==> config.mk <==
export PLATFORM = sky130hd
export DESIGN_NAME = pala_div
export DESIGN_NICKNAME = d
export VERILOG_FILES = /design/src/hw/rtl/pala_pkg.sv /design/src/hw/rtl/pala_div.sv
export SDC_FILE = /design/constraint.sdc
export NUM_CORES = 1
export LEC_CHECK = 0
export BUFFER_PORTS_ARGS = -buffer_cell sky130_fd_sc_hd__buf_2
export CAP_MARGIN = 5
export CORE_AREA = 2 2 142 144
export CTS_CLUSTER_DIAMETER = 50
export CTS_CLUSTER_SIZE = 14
export DETAILED_ROUTE_END_ITERATION = 6
export DIE_AREA = 0 0 144 146
export GPL_ROUTABILITY_DRIVEN = 0
export HOLD_SLACK_MARGIN = 0.08
export SLEW_MARGIN = 20
export SYNTH_ARGS = -nofsm -noshare
export SYNTH_HDL_FRONTEND = slang
export SYNTH_SLANG_ARGS = --single-unit
==> constraint.sdc <==
create_clock -name clock -period 6.4 [get_ports clock]
set_input_delay 1.28 -clock clock [delete_from_list [all_inputs] [get_ports clock]]
set_output_delay 1.28 -clock clock [all_outputs]
set_load 0.03 [all_outputs]
==> src/hw/rtl/pala_pkg.sv <==
// Package for the polyline arc-length interpolator.
// Holds opcodes, status codes, register indexes and the request types of the
// shared divider and square-root units. No dependencies.
package pala_pkg;

   localparam int DIV_NUM_W = 48;
   localparam int DIV_DEN_W = 32;
   localparam int SQRT_W    = 64;

   localparam logic [1:0] OP_LOAD   = 2'd0;
   localparam logic [1:0] OP_DIST   = 2'd1;
   localparam logic [1:0] OP_CURSOR = 2'd2;

   localparam logic [2:0] ST_INTERP      = 3'd0;
   localparam logic [2:0] ST_CLAMP_START = 3'd1;
   localparam logic [2:0] ST_CLAMP_END   = 3'd2;
   localparam logic [2:0] ST_STORED      = 3'd3;
   localparam logic [2:0] ST_ZERO_SEG    = 3'd4;
   localparam logic [2:0] ST_NOT_FOUND   = 3'd5;

   localparam logic CSR_TOTAL_LENGTH = 1'b0;
   localparam logic CSR_POINT_COUNT  = 1'b1;

   typedef struct packed {
      logic                 start;
      logic [DIV_NUM_W-1:0] dividend;
      logic [DIV_DEN_W-1:0] divisor;
   } div_req_type;

   typedef struct packed {
      logic                 done;
      logic [DIV_NUM_W-1:0] quotient;
      logic                 rem_nonzero;
   } div_rsp_type;

   typedef struct packed {
      logic              start;
      logic [SQRT_W-1:0] radicand;
   } sqrt_req_type;

   typedef struct packed {
      logic        done;
      logic [31:0] root;
   } sqrt_rsp_type;

endpackage

==> src/hw/rtl/pala_div.sv <==
// Restoring unsigned divider, one quotient bit per cycle.
// Uses the request and response types of pala_pkg.
module pala_div (
   input  logic                  clock,
   input  logic                  reset,
   input  pala_pkg::div_req_type req,
   output pala_pkg::div_rsp_type rsp
);
   import pala_pkg::*;

   logic                 busy_ff;
   logic [5:0]           count_ff;
   logic [DIV_NUM_W-1:0] quo_ff;
   logic [DIV_DEN_W-1:0] rem_ff;
   logic [DIV_DEN_W-1:0] den_ff;
   logic                 done_ff;
   logic [DIV_DEN_W:0]   trial;
   logic                 fits;

   assign trial = {rem_ff, quo_ff[DIV_NUM_W-1]};
   assign fits  = trial >= {1'b0, den_ff};

   always_ff @(posedge clock) begin
      if (reset) begin
         busy_ff  <= 1'b0;
         done_ff  <= 1'b0;
         count_ff <= '0;
      end else begin
         done_ff <= 1'b0;
         if (req.start) begin
            busy_ff  <= 1'b1;
            count_ff <= '0;
            quo_ff   <= req.dividend;
            rem_ff   <= '0;
            den_ff   <= req.divisor;
         end else if (busy_ff) begin
            rem_ff <= fits ? DIV_DEN_W'(trial - {1'b0, den_ff}) : trial[DIV_DEN_W-1:0];
            quo_ff <= {quo_ff[DIV_NUM_W-2:0], fits};
            if (count_ff == 6'(DIV_NUM_W - 1)) begin
               busy_ff <= 1'b0;
               done_ff <= 1'b1;
            end
            count_ff <= count_ff + 6'd1;
         end
      end
   end

   assign rsp.done        = done_ff;
   assign rsp.quotient    = quo_ff;
   assign rsp.rem_nonzero = rem_ff != '0;
endmodule

-- Word-level counts from Yosys, hierarchy flattened
Index checks and enable logic that the tools add are counted.
- register bits after elaboration: 120
- latch bits: 0
- RAM bits: 0
- ROM bits: 0
- input port bits: 83
- output and inout port bits: 50
- word-level logic and storage cells: 26
- memories kept: 0
- $add $sub $neg: 2
- multiply operators: 0
- div/mod/pow operators: 0
- $lt $le $gt $ge: 1
- equal/unequal tests: 1
- shifts and indexed selects: 0
- multiplexer cells: 8
- bitwise gates (word level): 2
- reduce and logical (&&, ||, !) cells: 6
- operator list (kind ; count):
    $mux 48 ; 2
    $mux 32 ; 2
    $ge 33x32->1 ; 1
    $reduce_bool 32->1 ; 1
    $sub 32x32->32 ; 1
    $add 6x1->6 const B ; 1
    $eq 6x6->1 const B ; 1
    $mux 1 ; 4
    $reduce_and 2->1 ; 2
    $reduce_or 3->1 ; 1
    $not 1->1 ; 2
    $reduce_bool 2->1 ; 1
    $reduce_or 2->1 ; 1

-- Depth between registers and ports, before layout
- depth after elaboration: 4
- mapped depth: 12
- gate-level depth less buffers: 11

-- Least setup slack after synthesis
OpenSTA, ideal clock, no wires.
- kind: in2reg
- from: in req[80] (netlist bit)
- to: reg quo_ff[0], enable pin
- setup time: 519 ps
- data arrival time: 5296 ps
- required time: 5881 ps
- path slack: 585 ps
- cell stages on the path: 4
- path buffers: 2
- cell sequence: clkbuf_1 clkbuf_1 nor2_1 nor2_1
- cells in the longest elaborated chain, start to end: 2
- RTL lines (what ; line ; source):
    from (decl) ; pala_div.sv:6 ; input pala_pkg::div_req_type req,
    $reduce_bool 2->1 (no line) ; n/a ;
    $reduce_and 2->1 (no line) ; n/a ;
    to (signal assigned) ; pala_div.sv:33 ; quo_ff <= req.dividend;
    to (signal assigned) ; pala_div.sv:38 ; quo_ff <= {quo_ff[DIV_NUM_W-2:0], fits};
    to (decl) ; pala_div.sv:13 ; logic [DIV_NUM_W-1:0] quo_ff;
No other way between the ends.
A chain may end at the register's enable or synchronous reset.

-- Worst setup path in the final report
- from: reg rem_ff[16]
- to: reg rem_ff[6], data pin
- cells in the longest elaborated chain, start to end: 3
- RTL lines (what ; line ; source):
    from (decl) ; pala_div.sv:14 ; logic [DIV_DEN_W-1:0] rem_ff;
    from (signal assigned) ; pala_div.sv:37 ; rem_ff <= fits ? DIV_DEN_W'(trial - {1'b0, den_ff}) : trial[DIV_DEN_W-1:0];
    $ge 33x32->1 ; pala_div.sv:21 ; assign fits = trial >= {1'b0, den_ff};
    $mux 32 ; pala_div.sv:37 ;
    $mux 32 ; pala_div.sv:36 ; end else if (busy_ff) begin
No other way between the ends. The select of a mux whose other input is x is not followed.

==> results.tsv <==
metric	value	unit
status	finished, final reports clean	
setup_tns	0	ns
Routed WL per cell	17.0	um
vias per std cell	5.04	
sequential area share after synthesis	0.523	
Diodes inserted	0	
Int Pwr	1.75	mW
postcts setup bufs	0	
Finished Cell Area	8210	um2
Comb pwr share	0.236	
Initial DRC Count	306	
complex-gate fraction of the synthesized area	0.130	
DPL Wire Length	12400	um
number of flops mapped to enable cells by yosys	112	
CP Data Required Time	6.54	ns
core area	19300	um2
Slew Viols, Final	0	
top post-synthesis cells by count	112 x edfxtp_1, 48 x mux2_2, 47 x nor2_1, 43 x a21oi_1, 38 x inv_1	
power per cell area	305	nW/um2
DIE WIDTH	144	um
Main synth FF type	edfxtp_1	
crit share post-route	0.542	
synth warn	0	
Leak	3.29	nW
layout net count	827	
CTS clock-pin slew for the worst setup and hold paths	0.06	ns
largest net degree at the start of global routing	66	
CTS H-tree lvls	4	
initial core utilization	0.348	
top cells by area, synth	edfxtp_1 50%, mux2_2 8.0%, ha_1 6.1%	
Max VDD drop	191	uV
skew final	0.00619	ns
Max-Cap Viols	0	
total number of vias	4976	
sw power	0.749	mW
Max transition margin	0.335	
Sw Ratio	0.300	
XOR/XNOR share of the synthesized area	0.0364	
drc violations	0	
share of layout cells above drive strength 1	0.318	
Crit path arrival time	3.61	ns
mux cell area share after synthesis	0.101	
FFs w/ async S/R, synth	0	
placed cell areas	7640	um2
Detail Route Antenna Nets	0	
Synth Area in Simple Gates	0.106	
Worst-Margin Slew	0.995	ns
multi-input logic area	2960	um2
grt ovf	0	
sequential power share	0.394	
Die Ht	146	um
top-count cell post-synth	edfxtp_1	
Clock Power Share	0.370	
adder-cell share of the synthesized area	0.0643	
die area	21000	um2
TritonCTS Sinks	120	
CTS Root Cell	clkbuf_16	
CTS buffer count	17	
Total Routing Usage GR	0.168	
area leader, netlist	edfxtp_1	
max frequency	288	MHz
Mean Syn Cell Area	11.7	um2
row count	51	
hold crit path type	reg2reg	
Fin. Hold Viols	0	
hold_buf cts	0	
clk buf depth	2	
first-pass GRT wire length	27300	um
#FFs+latches synth	120	
Worst Setup End Kind	flop	
largest family of logic cells by synthesized area	compound AO/OA/AOI/OAI gates	
Fillers	1843	
Yosys cell types	56	
Ports	133	
RSZ-0062 raised after global routing	no	
initial antenna violation count	1	
post-cts resize count	0	
Sequential cell area	3520	um2
type of the worst setup path	reg2reg	
vias in the first global route	5174	
Mapped Nets	691	
DRT Wirelength	16800	um
worst-path fanout max	24	
port bufs	132	
Finish-stage setup viols	0	
area of the mapped netlist	6730	um2
later-pin clock latency in the skew report	0.42	ns
Post-Synthesis Cells	574	
Final min period	3.47	ns
Layout area overhead	21.9	%
Initial DRT Pass Iterations	4	
CTS tree	built	
share of the synthesized area in the top cell type	0.500	
crit start category	flop	
## sequential cells by signal, indices dropped and copies added (netlist names)
signal and cells:
rem_ff 32, den_ff 32, count_ff 6, quo_ff 48
busy_ff 1, done_ff 1
## final cells by class
type / instances / share of cell area
inverter: 39 / 0.0178
sequential: 120 / 0.429
multi-input combinational: 397 / 0.360
timing repair buffer: 135 / 0.0833
clock buffer: 20 / 0.0532
tap: 265 / 0.0404
clock inverter: 12 / 0.0154
## cells by family after synthesis
| kind of cell | after synthesis |
|---|---|
| and+or+nand+nor | 143 |
| AOI/OAI and AO/OA | 130 |
| DFF | 120 |
| muxes | 62 |
| buffers and inverters | 57 |
| adders and majority gates | 34 |
| xor gates and xnor gates | 28 |
## worst paths after layout
path                      end   startpoint  depth (start not counted)  slack (ns)
setup / recovery    rem_ff[6]   rem_ff[16]                         10        2.93
hold reg to reg   count_ff[5]  count_ff[5]                          2        0.50
hold / removal    count_ff[5]  count_ff[5]                          2        0.50
setup reg to reg    rem_ff[6]   rem_ff[16]                         10        2.93
## stage by stage
step | instances | worst slack, ns | hold WS, ns | power [mW] | util
after floorplan | 574 | 0.585 | 0.458 | 1.44 | -
after global placement | 956 | 2.90 | 0.475 | 1.59 | 0.395
after detailed placement | 956 | 2.85 | 0.485 | 1.58 | 0.395
after CTS | 988 | 2.93 | 0.502 | 2.52 | 0.424
after global routing | 988 | 2.61 | 0.535 | 2.63 | 0.424
final | 988 | 2.93 | 0.502 | 2.50 | 0.424
## power groups by stage
stage	Sequential (mW)	Combinational, mW	Clock, mW
after global routing	0.992	0.656	0.980
final	0.984	0.591	0.924
after CTS	0.984	0.591	0.942
after global placement	0.999	0.587	0
after detailed placement	0.998	0.587	0
after floorplan	1.03	0.416	0
## worst max-delay path, cell delays in order, from the launching register on
cell and delay (ns):
edfxtp_1 0.43, ha_1 0.40, nand2_1 0.09, a21oi_1 0.20, nor2b_1 0.08, o21ai_0 0.56
a211oi_4 0.22, nor2_4 0.50, buf_4 0.40, mux2i_1 0.24, nor2_1 0.06
## per-layer routing
metal	vias up	global-route usage	wire length [um]
met5	-	0	13
met4	2	0.0475	212
met3	20	0.0665	1450
met2	198	0.249	7460
met1	2316	0.229	7640
li1	2440	-	-
## layout by cell type, fill, tap and decap left out, types with 5 or more instances in the layout
cell type,instances
a21o_1,11
o21a_1,6
clkbuf_16,17
o21ai_0,28
nor2_1,45
nand2_1,32
mux2i_1,14
edfxtp_1,112
a31o_2,5
a21oi_1,43
dfxtp_1,8
xor2_1,9
inv_1,38
ha_1,33
nor3_1,5
o21bai_1,5
nand3_1,8
nand4_1,11
a211oi_1,11
buf_2,132
nand2b_1,7
xnor2_1,19
mux2_2,48
nor4_1,10
No activity file was read; power rests on OpenSTA's default activity.
