==> config.mk <==
export PLATFORM = sky130hd
export DESIGN_NAME = pala_sqrt
export DESIGN_NICKNAME = d
export VERILOG_FILES = /design/src/hw/rtl/pala_pkg.sv /design/src/hw/rtl/pala_sqrt.sv
export SDC_FILE = /design/constraint.sdc
export NUM_CORES = 1
export LEC_CHECK = 0
export ABC_CLOCK_PERIOD_IN_PS = 9960
export BUFFER_PORTS_ARGS = -buffer_cell sky130_fd_sc_hd__buf_4
export CELL_PAD_IN_SITES_DETAIL_PLACEMENT = 2
export CELL_PAD_IN_SITES_GLOBAL_PLACEMENT = 2
export CORE_ASPECT_RATIO = 0.8
export CORE_MARGIN = 5
export CORE_UTILIZATION = 35
export CTS_CLUSTER_SIZE = 16
export DETAILED_ROUTE_END_ITERATION = 16
export MAX_ROUTING_LAYER = met4
export PLACE_DENSITY = 0.82
export SLEW_MARGIN = 20
export SYNTH_ARGS = -nofsm -noshare
export SYNTH_HDL_FRONTEND = slang
export SYNTH_SLANG_ARGS = --single-unit
export TNS_END_PERCENT = 1
==> constraint.sdc <==
create_clock -name clock -period 9.96 [get_ports clock]
set_input_delay 0.498 -clock clock [delete_from_list [all_inputs] [get_ports clock]]
set_output_delay 0.498 -clock clock [all_outputs]
set_load 0.02 [all_outputs]
==> src/hw/rtl/pala_pkg.sv <==
// Package for the polyline arc-length interpolator.
// Holds opcodes, status codes, register indexes and the request types of the
// shared divider and square-root units. No dependencies.
package pala_pkg;

   localparam int DIV_NUM_W = 48;
   localparam int DIV_DEN_W = 32;
   localparam int SQRT_W    = 64;

   localparam logic [1:0] OP_LOAD   = 2'd0;
   localparam logic [1:0] OP_DIST   = 2'd1;
   localparam logic [1:0] OP_CURSOR = 2'd2;

   localparam logic [2:0] ST_INTERP      = 3'd0;
   localparam logic [2:0] ST_CLAMP_START = 3'd1;
   localparam logic [2:0] ST_CLAMP_END   = 3'd2;
   localparam logic [2:0] ST_STORED      = 3'd3;
   localparam logic [2:0] ST_ZERO_SEG    = 3'd4;
   localparam logic [2:0] ST_NOT_FOUND   = 3'd5;

   localparam logic CSR_TOTAL_LENGTH = 1'b0;
   localparam logic CSR_POINT_COUNT  = 1'b1;

   typedef struct packed {
      logic                 start;
      logic [DIV_NUM_W-1:0] dividend;
      logic [DIV_DEN_W-1:0] divisor;
   } div_req_type;

   typedef struct packed {
      logic                 done;
      logic [DIV_NUM_W-1:0] quotient;
      logic                 rem_nonzero;
   } div_rsp_type;

   typedef struct packed {
      logic              start;
      logic [SQRT_W-1:0] radicand;
   } sqrt_req_type;

   typedef struct packed {
      logic        done;
      logic [31:0] root;
   } sqrt_rsp_type;

endpackage

==> src/hw/rtl/pala_sqrt.sv <==
// Bit-pair integer square root, one result bit per cycle.
// Uses the request and response types of pala_pkg.
module pala_sqrt (
   input  logic                   clock,
   input  logic                   reset,
   input  pala_pkg::sqrt_req_type req,
   output pala_pkg::sqrt_rsp_type rsp
);
   import pala_pkg::*;

   logic              busy_ff;
   logic              done_ff;
   logic [4:0]        count_ff;
   logic [SQRT_W-1:0] v_ff;
   logic [SQRT_W-1:0] r_ff;
   logic [SQRT_W-1:0] bit_ff;
   logic [SQRT_W-1:0] trial;

   assign trial = r_ff + bit_ff;

   always_ff @(posedge clock) begin
      if (reset) begin
         busy_ff  <= 1'b0;
         done_ff  <= 1'b0;
         count_ff <= '0;
      end else begin
         done_ff <= 1'b0;
         if (req.start) begin
            busy_ff  <= 1'b1;
            count_ff <= '0;
            v_ff     <= req.radicand;
            r_ff     <= '0;
            bit_ff   <= SQRT_W'(1) << (SQRT_W - 2);
         end else if (busy_ff) begin
            if (v_ff >= trial) begin
               v_ff <= v_ff - trial;
               r_ff <= (r_ff >> 1) + bit_ff;
            end else begin
               r_ff <= r_ff >> 1;
            end
            bit_ff <= bit_ff >> 2;
            if (count_ff == 5'd31) begin
               busy_ff <= 1'b0;
               done_ff <= 1'b1;
            end
            count_ff <= count_ff + 5'd1;
         end
      end
   end

   assign rsp.done = done_ff;
   assign rsp.root = r_ff[31:0];
endmodule

-- Yosys cells after proc, flatten, opt, wreduce, memory -nomap -nowiden
Index checks and enable logic that the tools add are counted.
- register bits: 167
- reductions and logical operators: 6
- equal/unequal tests: 1
- bitwise logic cells: 2
- multiplexer cells: 10
- $add $sub $neg: 4
- $lt $le $gt $ge: 1
- operator list (cell ; number):
    64-bit 2-to-1 mux ; 5
    63-bit by 63-bit adder with 64-bit output ; 1
    64-bit by 63-bit adder with 64-bit output ; 1
    64-bit >= comparator ; 1
    64-bit subtractor ; 1
    63-bit 2-to-1 mux ; 1
    5-bit by 1-bit adder with 5-bit output (second input constant) ; 1
    5-bit == test (second input constant) ; 1
    1-bit 2-to-1 mux ; 4
    2-bit nonzero test ; 2
    3-bit AND reduction ; 1
    3-bit OR reduction ; 1
    1-bit NOT ; 2
    2-bit AND reduction ; 1
    2-bit OR reduction ; 1

-- Logic depth before layout (Yosys ltp)
- depth after elaboration: 5
- depth in mapped cells: 26
- depth with buffers taken out: 25

-- Least setup slack after synthesis
OpenSTA, ideal clock, no wires.
- path type: input-to-reg
- from: in req[64] (netlist bit)
- to: reg v_ff[0] (enable)
- data arrival time: 9743 ps
- cell stages on the path: 4
- setup time: 584 ps
- path slack: -367 ps
- buffers on the path: 1
- data required time: 9376 ps
- path through: clkbuf_1 -> nor2_1 -> nor2_1 -> a21boi_0
- cells in the longest elaborated chain, start to end: 2
- elaborated cells between the ends (all ways): 3
- classes of those cells: reduce/logical: 3
- ends and longest elaborated chain (element ; line ; RTL):
    from (decl) ; pala_sqrt.sv:6 ; input pala_pkg::sqrt_req_type req,
    2-bit nonzero test (no line) ; - ;
    3-bit AND reduction (no line) * ; - ;
    to (signal assigned) ; pala_sqrt.sv:31 ; v_ff <= req.radicand;
    to (signal assigned) ; pala_sqrt.sv:36 ; v_ff <= v_ff - trial;
    to (decl) ; pala_sqrt.sv:14 ; logic [SQRT_W-1:0] v_ff;
Mark *: on every way between the ends. The rest lies on a longest branch, timed or not.
A chain may end at the register's enable or synchronous reset.

-- Final worst setup path
- from: reg r_ff[2]
- to: reg r_ff[29] (data pin)
- cells in the longest elaborated chain, start to end: 4
- elaborated cells between the ends (all ways): 5
- classes of those cells: add/sub: 2; order compare: 1; mux: 2
- ends and longest elaborated chain (element ; line ; RTL):
    from (decl) ; pala_sqrt.sv:15 ; logic [SQRT_W-1:0] r_ff;
    from (signal assigned) ; pala_sqrt.sv:37 ; r_ff <= (r_ff >> 1) + bit_ff;
    from (signal assigned) ; pala_sqrt.sv:39 ; r_ff <= r_ff >> 1;
    64-bit by 63-bit adder with 64-bit output ; pala_sqrt.sv:19 ; assign trial = r_ff + bit_ff;
    64-bit >= comparator ; pala_sqrt.sv:35 ; if (v_ff >= trial) begin
    64-bit 2-to-1 mux * ; pala_sqrt.sv:35 ;
    64-bit 2-to-1 mux * ; pala_sqrt.sv:34 ; end else if (busy_ff) begin
Mark *: on every way between the ends. The rest lies on a longest branch, timed or not. The select of a mux whose other input is x is not followed.

==> results.ini <==
[die]
dieArea_mm2=0.0476
rows=68
die_h_um=196
core-area_mm2=0.0430
die_x_um=243
pin_count=100
start_util_pct=35.3

[finish]
multiInputGateArea_mm2=0.00962
seqCellArea_mm2=0.00494
fin_nets=1986
n_fill_cell=4789
drive_above_1_share_pct=11.0
final_cell_area_mm2=0.0168
area_growth_pct=10.8

[setup_path]
arrival_ns=7.64
r2r-start=r_ff[2]
end_kind=register
cp-start-kind=register
crit_start=r_ff[2]
cp.required_ns=10.13
crit_fanout=76
worstSetupPathType=register to register

[synthesis]
syn_inst=1756
ys.flop_type=edfxtp_1
synth_enable_flop_cells=160
synth_commonest_cells=nand2_1, o21ai_0, edfxtp_1
netlist.top_cell.by_area=edfxtp_1
syn_area_mm2=0.0152
ys_types=75
netlist.area_leader.share_pct=31.7
yosysSeqAreaShare_pct=32.6
syn_area_per_cell_um2=8.64
synth_area_leaders=edfxtp_1, ha_1, nand2_1, o21ai_0, xor2_1
synth.most_common_cell=nand2_1
ys_ff_latch=167
synth_fp_nets=1956
ys_warn_count=0
synthArstFlopShare_pct=0

[clock_network]
cts_tree=done
clk_latency_ns=0.47
cts_root_buffer=clkbuf_16
cts_buffer_depth=2
cts_buffers=17
path_clk_slew_ns=0.08
clock-sinks=167
ctsResizeCount=0
postCtsHoldBufs=0
h-tree-depth=4
postCtsSetupBuffers=0

[timing]
setup_viol_count_final=0
layout_setup_ws_ns=2.49
tightest_slew_ns=0.977
rsz0062_at_grt=no
fmax_mhz=134
setup_tns_ns=0
fin_skew_ns=0.0234
min_period_ns=7.47
finalMaxSlewViolations=0
hold_viol=0
relSlewSlack_pct=34.9
finalCritPeriodShare_pct=75.0

[routing]
drtIter0Drc=1049
viasPerCell=5.94
wire_per_inst_um=24.1
drc_errors=0
vias=14000
wl_um=56800
ant_nets=0
dr.pass1.iters=5

[grt]
grt_pass1_wl_um=88100
grt_max_degree=92
grt-ovfl-total=0
grt.total_usage_pct=23.8
grt_antenna_before_repair=1
grt_pass1_vias=15000

[status]
outcome=completed

[flow_run]
maxCapViolCount=0

[placement]
post-place-ws_ns=2.56
routabilityCongestion=0.903
dp_hpwl_um=42900
dpl_cell_area_mm2=0.0162
io_buffers=99

[pwr]
finalPower_mw=3.35
p_leak_nw=6.37
pwr_density_cell_mw_per_mm2=199
vdd_drop_max_v=0.000100

[hold_path]
worstHoldStart=reset
min_path_type=primary input to register

worst max-delay path, cell delays in order (launching register included):
cell and delay [ns]:
edfxtp_1 0.47, ha_1 0.38, a31o_2 0.25, a31oi_2 0.29, o21ai_2 0.18, a31oi_1 0.46, o21bai_1 0.22, a31oi_1 0.41
o21a_1 0.23, nor2_1 0.06, nor2_1 0.15, o21ai_0 0.12, xnor2_1 0.16, ha_1 0.42, nand2_1 0.14, nor2_1 0.55
nand4_1 0.18, o41ai_1 0.79, nor2_1 0.21, o31ai_4 0.28, buf_4 0.70, o21ai_0 0.24, xor2_1 0.19, nor2_1 0.08
power by group:
part           total [mW]  leakage, nW  internal (mW)  switching, mW
sequential          0.992         1.60          0.896         0.0966
clock               0.703        0.273          0.356          0.347
combinational        1.65         4.50          0.598           1.05
total                3.35         6.37           1.85           1.50
placed cells by master (no fill, tap or decap), types with 6 or more instances in the layout:
| cell | Yosys | final |
|---|---|---|
| a211oi_1 | 37 | 37 |
| a21boi_0 | 8 | 7 |
| a21o_1 | 49 | 49 |
| a21oi_1 | 118 | 118 |
| a31o_2 | 15 | 15 |
| a31oi_1 | 66 | 64 |
| and2_1 | 8 | 8 |
| and3_1 | 19 | 19 |
| buf_4 | 35 | 106 |
| clkbuf_16 | 0 | 17 |
| dfxtp_1 | 7 | 7 |
| edfxtp_1 | 160 | 160 |
| ha_1 | 132 | 132 |
| inv_1 | 37 | 37 |
| nand2_1 | 227 | 227 |
| nand2b_1 | 9 | 9 |
| nand3_1 | 31 | 31 |
| nand4_1 | 36 | 36 |
| nor2_1 | 130 | 129 |
| nor2b_1 | 44 | 44 |
| nor3_1 | 15 | 15 |
| o211ai_1 | 6 | 6 |
| o21a_1 | 13 | 13 |
| o21ai_0 | 165 | 165 |
| o21ai_1 | 7 | 7 |
| o21bai_1 | 37 | 37 |
| o31ai_1 | 8 | 8 |
| or3_1 | 22 | 22 |
| xnor2_1 | 78 | 78 |
| xor2_1 | 92 | 92 |
per-layer routing:
metal  GRT usage (%)  routed length (µm)  vias to the layer above
met4            3.26                 400                        0
met1            32.5               27100                     7165
met5               -                   0                        -
li1                -                   -                     6523
met2            38.7               26700                      302
met3            3.64                2670                       32
metrics by stage:
| stage | instances | utilization (%) | hold slack (ns) |
|---|---|---|---|
| floorplan | 1756 | - | 0.467 |
| global placement | 2327 | 37.7 | 0.482 |
| detailed placement | 2327 | 37.7 | 0.502 |
| CTS | 2359 | 39.1 | 0.206 |
| global route | 2360 | 39.1 | 0.206 |
| finish | 2360 | 39.1 | 0.228 |
registers in the layout (all words and copies together), names as in the netlist:
register / count
r_ff: 64
done_ff: 1
v_ff: 64
count_ff: 5
busy_ff: 1
bit_ff: 32
area by class of cell:
class | count | area share, %
Tap cell | 560 | 4.17
Multi-Input combinational cell | 1455 | 57.2
Inverter | 38 | 0.849
Antenna cell | 1 | 0.0149
Sequential cell | 167 | 29.4
Clock buffer | 17 | 2.53
Timing Repair Buffer | 107 | 4.80
Clock inverter | 15 | 0.975
final timing paths:
path,to,slack [ns],cells after the start
max,r_ff[29],2.49,23
min,busy_ff,0.23,2
max reg2reg,r_ff[29],2.49,23
min reg2reg,count_ff[4],0.52,2
cells by family after synthesis:
group	Yosys count	share of synthesized area, %
DFF	167	32.6
adders and majority gates	133	11.0
xor gates and xnor gates	170	9.81
muxes	6	0.429
and+or+nand+nor	567	17.4
AOI/OAI and AO/OA	579	24.5
buffers and inverters	134	4.26
Note: power is estimated with default switching activity, not from simulation.
